--- config.mk ---
export PLATFORM = sky130hd
export DESIGN_NAME = lbk_ram
export DESIGN_NICKNAME = d
export VERILOG_FILES = /design/src/rtl/lbk_ram.sv
export SDC_FILE = /design/constraint.sdc
export NUM_CORES = 2
export LEC_CHECK = 0
export BUFFER_PORTS_ARGS = -buffer_cell sky130_fd_sc_hd__buf_4
export CELL_PAD_IN_SITES_DETAIL_PLACEMENT = 0
export CELL_PAD_IN_SITES_GLOBAL_PLACEMENT = 2
export CORE_UTILIZATION = 35
export CTS_CLUSTER_DIAMETER = 40
export DETAILED_ROUTE_END_ITERATION = 8
export GPL_ROUTABILITY_DRIVEN = 0
export GPL_TIMING_DRIVEN = 0
export PLACE_DENSITY_LB_ADDON = 0.1
export SYNTH_ARGS = -nofsm -noshare
export SYNTH_HDL_FRONTEND = slang
export SYNTH_SLANG_ARGS = --single-unit
--- constraint.sdc ---
create_clock -name clk_i -period 2.83 [get_ports clk_i]
set_clock_uncertainty 0.15 [all_clocks]
set_input_delay 0.566 -clock clk_i [delete_from_list [all_inputs] [get_ports clk_i]]
set_output_delay 0.566 -clock clk_i [all_outputs]
set_load 0.02 [all_outputs]
--- src/rtl/lbk_ram.sv ---
`timescale 1ns / 1ps

module lbk_ram #(
  parameter int unsigned WIDTH = 16,
  parameter int unsigned DEPTH = 129
) (
  input  logic                     clk_i,
  input  logic                     we_i,
  input  logic [$clog2(DEPTH)-1:0] waddr_i,
  input  logic [WIDTH-1:0]         wdata_i,
  input  logic [$clog2(DEPTH)-1:0] raddr_i,
  output logic [WIDTH-1:0]         rdata_o
);

  logic [WIDTH-1:0] mem_q [DEPTH];
  logic [WIDTH-1:0] rdata_q;

  // Write one entry, read one entry with registered data
  always_ff @(posedge clk_i) begin
    if (we_i) begin
      mem_q[waddr_i] <= wdata_i;
    end
    rdata_q <= mem_q[raddr_i];
  end

  assign rdata_o = rdata_q;

endmodule

==> impl_metrics.env <==
export IMPL_outcome="finished, violations left"
export IMPL_violations="setup timing"
export IMPL_clockBufferDepth=4
export IMPL_synth_top_cell_by_area="edfxtp_1"
export IMPL_synth_distinct_cells=41
export IMPL_die_w_um=481.1
export IMPL_r2r_end="rdata_o[0]"
export IMPL_vias=42800
export IMPL_worst_hold_path_type="in -> reg"
export IMPL_setup_viol=125
export IMPL_synth_top_family_by_area="multiplexers"
export IMPL_synth_compound_area_share_pct=3.351
export IMPL_drt_wl_total_um=269600
export IMPL_grt_first_pass_wirelength_um=367300
export IMPL_num_rows=175
export IMPL_grt_ovfl_total=0
export IMPL_p_int_mw=64.44
export IMPL_worstReg2RegStart="mem_q[10][0]"
export IMPL_drv_cap=0
export IMPL_portBuffers=39
export IMPL_utilization_pct=44.91
export IMPL_cts_sinks=2080
export IMPL_p_seq_share_pct=41.2
export IMPL_grt_max_degree=130
export IMPL_postRouteAntennaNets=0
export IMPL_tightest_slew_ps=1324
export IMPL_core_area_um2=227700
export IMPL_critPathCapture="mem_q[51][6]"
export IMPL_comb_power_share_pct=5.0
export IMPL_switchingPower_mw=18.22
export IMPL_p_leak_nw=33.66
export IMPL_die_area_um2=231500
export IMPL_syn_inst=3942
export IMPL_clkLatencyLatePin_ps=930
export IMPL_ys_warn_count=0
export IMPL_rsz0062_at_grt="yes"
export IMPL_clk_pin_slew_ps=60
export IMPL_cts_root_buf="clkbuf_16"
export IMPL_yosys_area_share_simple_pct=2.442
export IMPL_start_util_pct=35.29
export IMPL_htree_levels=5
export IMPL_stdcell_area_um2=102300
export IMPL_worst_setup_path_type="in -> reg"
export IMPL_max_freq_mhz=334.2
export IMPL_antenna_found_initial=22
export IMPL_cts_buffers_inserted=371
export IMPL_drive_gt1_share_pct=34.08
export IMPL_wire_per_inst_um=34.19
export IMPL_swShare_pct=22.04
export IMPL_routed_via_density=5.427
export IMPL_area_growth_pct=27.29
export IMPL_synth_seq_cells=2080
export IMPL_seq_area_frac_synth_pct=77.53
export IMPL_drv_slew=0
export IMPL_syn_cell_area_um2=80350
export IMPL_crit_start="waddr_i[3]"
export IMPL_clkPwrFrac_pct=53.8
export IMPL_reg2reg_depth=6
export IMPL_synth_area_top_cells="edfxtp_1, mux4_2, mux2i_1, nor2_1, mux2_2"
export IMPL_placed_area_um2=87260
export IMPL_synth_area_mux_share_pct=15.08
export IMPL_dp_cells=7135
export IMPL_timing_final_ws_setup_ps=-162.2
export IMPL_hold_violations=0
export IMPL_cp_start_kind="input port"
export IMPL_fin_cells=7887
export IMPL_fin_nets=4617
export IMPL_finalCritPeriodShare_pct=105.7
export IMPL_max_slew_margin_rel_pct=11.50
export IMPL_dr_pass1_iters=7
export IMPL_avgSynthCellArea_um2=20.38
export IMPL_first_iter_violations=4395
export IMPL_cp_end_kind="register"
export IMPL_drc=0
export IMPL_path_max_fanout=14
export IMPL_r2r_slack_ps=-30
export IMPL_tns_ps=-8368
export IMPL_dieHeight_um=481.1
export IMPL_cp_required_ps=3260
export IMPL_hold_depth=1
export IMPL_syn_nets=3976
export IMPL_synth_fa_ha_area_share_pct=0
export IMPL_ios=50
export IMPL_period_needed_ps=2992
export IMPL_dp_hpwl_um=182100
export IMPL_power_density_nw_per_um2=808.2
export IMPL_cts_tree="yes"
export IMPL_ir_worst_vdd_uv=544.2
export IMPL_synth_top_area_share_pct=77.14
export IMPL_grt_usage_pct=23.26
export IMPL_cp_data_arrival_time_ps=3420
export IMPL_synth_xor_area_share_pct=0
export IMPL_first_global_vias=43300
[worst min path at each step]
stage | start | to | slack [ps]
after floorplan | mem_q[128][14] | rdata_o[14] | 280
after global placement | mem_q[128][4] | rdata_o[4] | 440
after detailed placement | mem_q[128][2] | rdata_o[2] | 440
after CTS | wdata_i[0] | mem_q[95][0] | 20
after global routing | wdata_i[0] | mem_q[94][0] | 60
final | wdata_i[0] | mem_q[95][0] | 60
[per-layer routing]
layer / track usage (%) / vias to the layer above / routed length [µm]
met5: 0 / - / 14
li1: - / 17810 / -
met3: 4.017 / 431 / 14780
met4: 7.475 / 2 / 8403
met1: 32.96 / 23160 / 121400
met2: 36.38 / 1409 / 125100
[cells in the mapped netlist (all sizes together)]
master	n
or2	4
nand2	53
mux2i	411
a211oi	49
nor2b	44
o221ai	23
o211ai	29
a22oi	42
a221o	15
a21boi	1
nand4	7
or3	8
o32a	1
a221oi	1
edfxtp	2064
a22o	6
dfxtp	16
mux4	324
and2	2
o22ai	111
a21oi	67
nor4	16
o21ai	15
mux2	63
a211o	1
o41ai	16
nor2	204
buf	122
nor3	66
nand3b	1
clkbuf	112
o311ai	2
a31oi	13
nand2b	6
a31o	1
inv	3
nand3	23
[sequential cells by signal (all words and copies together), names as in the netlist]
signal and cells:
mem_q 2064, rdata_o 16
[cells in the final DEF (no fill, tap or decap), drive strengths merged, types with 52 or more instances in the layout]
master / n
o22ai: 111
edfxtp: 2064
clkinv: 119
nor2: 204
bufinv: 52
clkbuf: 513
mux2i: 411
mux4: 324
mux2: 63
a21oi: 67
nand2: 53
buf: 379
nor3: 66
[timing repair]
action	4_1_cts	5_1_grt
pin swaps	45	18
endpoints found under the hold margin	344	33
gates cloned	1	0
hold buffers	13	4
gates resized for setup	400	42
setup endpoints to repair	139	44
buffers inserted	34	37
[critical path, cell delays in order]
cell	delay, ps
clkbuf_1	210
nor2_1	460
nand4_1	1120
nor2_2	780
buf_8	260
[metrics by stage]
stage                     setup slack (ps)  hold WS (ps)  power [mW]
final                               -162.2         63.15       82.66
after global routing                -12.57         64.85       84.76
after CTS                           -18.99         23.47       83.25
after detailed placement             -2688         443.6       38.43
after global placement               -2755         442.5       38.33
after floorplan                      130.1         281.8       36.31
[final cells by class]
cell class,count,area (µm²)
Fill cell,19600,125400
Sequential cell,2080,62300
Multi-Input combinational cell,1625,17990
Clock buffer,409,9543
Tap cell,3009,3765
Timing Repair Buffer,277,3717
Clock inverter,252,2882
Buffer,225,2054
Antenna cell,7,17.52
Inverter,3,11.26
[power by group through the flow]
stage          Clock, mW  Combinational (mW)  Sequential (mW)
3_3_place_gp           0                3.68             34.6
4_1_cts             45.1                4.11             34.0
2_1_floorplan          0                1.65             34.7
5_1_grt             46.4                4.31             34.0
3_5_place_dp           0                3.81             34.6
6_report            44.5                4.16             34.0
[cells by family after synthesis]
family	Yosys count
buffers and inverters	237
AO/OA/AOI/OAI	393
multiplexers	798
flip-flops	2080
AND/OR/NAND/NOR	434
Power figures use the tool's default switching activity.
