<file path="config.mk">
export PLATFORM = sky130hd
export DESIGN_NAME = lbk_isqrt
export DESIGN_NICKNAME = d
export VERILOG_FILES = /design/src/rtl/lbk_pkg.sv /design/src/rtl/lbk_isqrt.sv
export SDC_FILE = /design/constraint.sdc
export NUM_CORES = 1
export LEC_CHECK = 0
export BUFFER_PORTS_ARGS = -buffer_cell sky130_fd_sc_hd__buf_4
export CORE_ASPECT_RATIO = 0.75
export CORE_MARGIN = 5
export CORE_UTILIZATION = 55
export CTS_CLUSTER_DIAMETER = 200
export DETAILED_ROUTE_END_ITERATION = 12
export PLACE_DENSITY = 0.72
export REMOVE_ABC_BUFFERS = 1
export SETUP_SLACK_MARGIN = 0.4
export SLEW_MARGIN = 10
export SYNTH_ARGS = -nofsm -noshare
export SYNTH_HDL_FRONTEND = slang
export SYNTH_SLANG_ARGS = --single-unit
export TNS_END_PERCENT = 50
</file>
<file path="constraint.sdc">
create_clock -name clk_i -period 7.9 [get_ports clk_i]
set_input_delay 0.79 -clock clk_i [delete_from_list [all_inputs] [get_ports clk_i]]
set_output_delay 0.79 -clock clk_i [all_outputs]
set_load 0.05 [all_outputs]
</file>
<file path="src/rtl/lbk_pkg.sv">
`timescale 1ns / 1ps

package lbk_pkg;

  // Width of the running sum of squared excess and of its root
  localparam int unsigned ACC_W  = 64;
  localparam int unsigned ROOT_W = 32;

  // Row position counter saturates here
  localparam int unsigned POS_W   = 16;
  localparam logic [POS_W-1:0] POS_MAX = 16'hFFFF;

  typedef logic [ACC_W-1:0]  acc_t;
  typedef logic [ROOT_W-1:0] root_t;

endpackage

</file>
<file path="src/rtl/lbk_isqrt.sv">
`timescale 1ns / 1ps

module lbk_isqrt (
  input  logic          clk_i,
  input  logic          rst_ni,
  input  logic          start_i,
  input  lbk_pkg::acc_t value_i,
  output logic          done_o,
  output lbk_pkg::root_t root_o
);

  localparam int unsigned STEPS = lbk_pkg::ACC_W / 2;
  localparam int unsigned CW    = $clog2(STEPS);

  logic          busy_q, busy_d;
  logic          done_q, done_d;
  logic [CW-1:0] cnt_q, cnt_d;
  lbk_pkg::acc_t x_q, x_d, res_q, res_d, bit_q, bit_d;
  lbk_pkg::acc_t trial;

  assign trial = res_q + bit_q;

  // One result bit per cycle, restoring digit recurrence
  always_comb begin
    busy_d = busy_q;
    done_d = 1'b0;
    cnt_d  = cnt_q;
    x_d    = x_q;
    res_d  = res_q;
    bit_d  = bit_q;
    if (start_i) begin
      busy_d = 1'b1;
      cnt_d  = '0;
      x_d    = value_i;
      res_d  = '0;
      bit_d  = lbk_pkg::acc_t'(1) << (lbk_pkg::ACC_W - 2);
    end else if (busy_q) begin
      if (x_q >= trial) begin
        x_d   = x_q - trial;
        res_d = (res_q >> 1) + bit_q;
      end else begin
        res_d = res_q >> 1;
      end
      bit_d = bit_q >> 2;
      cnt_d = cnt_q + 1'b1;
      if (cnt_q == CW'(STEPS - 1)) begin
        busy_d = 1'b0;
        done_d = 1'b1;
      end
    end
  end

  always_ff @(posedge clk_i or negedge rst_ni) begin
    if (!rst_ni) begin
      busy_q <= 1'b0;
      done_q <= 1'b0;
      cnt_q  <= '0;
    end else begin
      busy_q <= busy_d;
      done_q <= done_d;
      cnt_q  <= cnt_d;
    end
  end

  always_ff @(posedge clk_i) begin
    x_q   <= x_d;
    res_q <= res_d;
    bit_q <= bit_d;
  end

  assign done_o = done_q;
  assign root_o = res_q[lbk_pkg::ROOT_W-1:0];

endmodule

</file>
==> results.json <==
{
  "yosysTopAreaCell": "dfxtp_1",
  "fin_nets": 2194,
  "syn_inst": 2020,
  "ctsResizeCount": 0,
  "tightest_slew_ns": 0.965,
  "path_delay_family": "compound AO/OA/AOI/OAI gates",
  "slew_violations": 0,
  "grt_pass1_wl_mm": 72.3,
  "max-slew-margin-rel_pct": 35.7,
  "dieHeight_um": 157,
  "power_leakage_nw": 6.82,
  "clock_latency_ns": 0.47,
  "grt_pass1_vias": 13353,
  "rsz0062_at_grt": "false",
  "synth-edff-count": 64,
  "syn_area_um2": 15800,
  "cts_setup_buffers": 0,
  "cts_buffer_depth": 2,
  "die_x_um": 206,
  "ys_ff_latch": 167,
  "portBuffers": 99,
  "antenna_found_initial": 0,
  "rows": 53,
  "ys_types": 85,
  "worstPathArrival_ns": 6.87,
  "viasPerCell": 6.26,
  "syn_avg_cell_area_um2": 7.82,
  "skew_ns": 0.0173,
  "synth_top_cell_area_share_pct": 12.2,
  "crit_path_start_kind": "flop",
  "clkTransAtPathRegs_ns": 0.08,
  "cts.sinks": 167,
  "ant_nets": 0,
  "start_util_pct": 56.0,
  "track_usage_pct": 27.9,
  "totalWireLength_mm": 45.6,
  "cts_hold_buffers": 0,
  "critical_path.max_fanout": 34,
  "synthTopCellsByArea": "dfxtp_1 (12%), edfxtp_1 (12%), ha_1 (10%)",
  "end_kind": "flop",
  "startpoint": "res_q[2]",
  "worstPathCellList": "ha_1 -> a31oi_1 -> a211oi_2 -> a21oi_1 -> o31ai_4 -> a31o_1 -> a41oi_1 -> a31oi_2 -> a31oi_1 -> o21bai_1 -> xnor2_1 -> ha_1 -> nand2_1 -> nor2_1 -> nand3_1 -> nor3_1 -> o211ai_1 -> a31o_4 -> or2_2 -> nand2b_2 -> buf_12",
  "max_freq_ghz": 0.149,
  "ys_async_sr_fraction_pct": 4.19,
  "overflow": 0,
  "required_ns": 8.05,
  "cts-root-buf": "clkbuf_16",
  "dr.pass1.iters": 7,
  "tns_ns": 0,
  "layout-drive-gt1-share_pct": 9.12,
  "drv_cap": 0,
  "ys_seq_area_share_pct": 25.5,
  "synth-main-ff-cell": "dfxtp_1",
  "n_antenna_cell": 0,
  "critPathKind": "reg -> reg",
  "dp_hpwl_mm": 34.8,
  "powerDensity_nw_per_um2": 306,
  "num_vias": 14981,
  "wl_per_cell_um": 19.1,
  "ir_drop_v": 0.000223,
  "cts_tree": "built",
  "hold_class": "in -> async",
  "grt_max_degree": 83,
  "placed_cells": 2360,
  "ios": 100,
  "r2r_start": "res_q[2]",
  "place.gp.congestion": 0.973,
  "max_stage_delay_ns": 0.64,
  "path_buf_inv": 1,
  "coreArea_um2": 28200,
  "htree_num_levels": 4,
  "post-route-util_pct": 60.2,
  "min_period_over_period_pct": 85.1,
  "status": "completed",
  "finalSetupViolCount": 0,
  "stdcell_count": 2392,
  "synth_warnings": 0,
  "period_needed_ns": 6.72,
  "dieArea_um2": 32200,
  "drt_iter0_drc": 1793,
  "numCtsBuffers": 17,
  "crit_path_top_delay_cell": "nand2b_2",
  "area_growth_pct": 7.39,
  "hold_viol": 0,
  "drc": 0
}
path summary, 6_finish.rpt:
path | cells after the start | to | slack [ns]
worst min register to register | 2 | res_q[0] | 0.52
min in group clk_i | 2 | res_q[0] | 0.52
worst max-delay path | 21 | x_q[43] | 1.18
worst max register to register | 21 | x_q[43] | 1.18
worst min-delay path | 1 | cnt_q[1] | 0.13
max in group asynchronous | 1 | busy_q | 7.63
cell type report:
class                   count  area (um^2)
fillers                  2595        11200
multi-input cells        1643        10800
flip-flops and latches    167         4020
repair buffers            106          812
well taps                 385          482
clock buffers              19          453
inverters                  59          221
clock inverters            13          131
cell usage in the layout, fill, tap and decap left out, types with 19 or more instances in the layout:
| cell type | netlist | final |
|---|---|---|
| ha_1 | 132 | 132 |
| inv_1 | 58 | 58 |
| mux2i_1 | 51 | 51 |
| nand2_1 | 202 | 202 |
| nand3_1 | 46 | 46 |
| o21bai_1 | 32 | 32 |
| o31ai_1 | 20 | 20 |
| nor2_1 | 197 | 197 |
| a21o_1 | 50 | 50 |
| nor3_1 | 32 | 32 |
| edfxtp_1 | 64 | 64 |
| dfxtp_1 | 96 | 96 |
| buf_4 | 34 | 104 |
| a211oi_1 | 52 | 52 |
| nand4_1 | 44 | 44 |
| xor2_1 | 67 | 67 |
| xnor2_1 | 82 | 82 |
| a21oi_1 | 143 | 143 |
| o21ai_0 | 159 | 159 |
| a31oi_1 | 60 | 60 |
| nand2b_1 | 20 | 19 |
power breakdown:
part           internal (mW)  switching [mW]  leakage (nW)
Sequential              1.20           0.125          1.53
Clock                  0.460           0.391         0.291
Combinational           1.11            1.90          5.00
Total                   2.77            2.42          6.82
logic make-up after synthesis:
| group | share of synthesized area [%] |
|---|---|
| xor gates and xnor gates | 8.27 |
| adders and majority gates | 10.6 |
| and+or+nand+nor | 18.6 |
| DFF | 25.5 |
| muxes | 3.45 |
| AOI/OAI and AO/OA | 27.7 |
| buffers and inverters | 6.01 |
cells in the mapped netlist, types with 6 or more instances:
library cell and n:
xor2_1 67, buf_1 10, mux2i_1 51, ha_1 132
o21a_1 18, o21ai_1 13, nand3_1 46, o31ai_1 20
o21ai_0 159, a21oi_1 143, xnor2_1 82, o211ai_1 6
edfxtp_1 64, nor4_1 8, and4_1 6, clkbuf_1 95
nor2_1 197, a21boi_0 8, a31o_2 17, a221oi_1 9
dfrtp_1 7, nand2_1 202, a211oi_1 52, buf_4 34
o21bai_1 32, o22ai_1 8, a311oi_1 11, dfxtp_1 96
inv_1 58, or3_1 11, nand2b_1 20, buf_2 9
and2_1 15, a41oi_1 7, a21o_1 50, nor3_1 32
nor2b_1 18, a31oi_1 60, nand4_1 44, and3_1 15
state kept, by name, summed over array words and instances (netlist names):
name	count
x_q	64
done_o	1
bit_q	32
busy_q	1
cnt_q	5
res_q	64
routing by layer:
metal	up-vias	track usage (%)	part of all wire, %
met2	618	36.8	38
li1	7367	-	-
met3	41	6.42	9.1
met5	-	0	0
met1	6955	45.5	52
met4	0	5.29	1.1
metrics by stage:
stage | total power [mW] | setup slack, ns | hold WS, ns | area, um^2
floorplan | 3.51 | 0.599 | 0.478 | 15100
global placement | 4.22 | 1.45 | 0.500 | 16400
detailed placement | 4.26 | 1.26 | 0.511 | 16400
CTS | 5.14 | 1.24 | 0.115 | 17000
global route | 5.57 | 0.617 | 0.111 | 17000
finish | 5.19 | 1.18 | 0.129 | 17000
No activity file was read; power rests on OpenSTA's default activity.
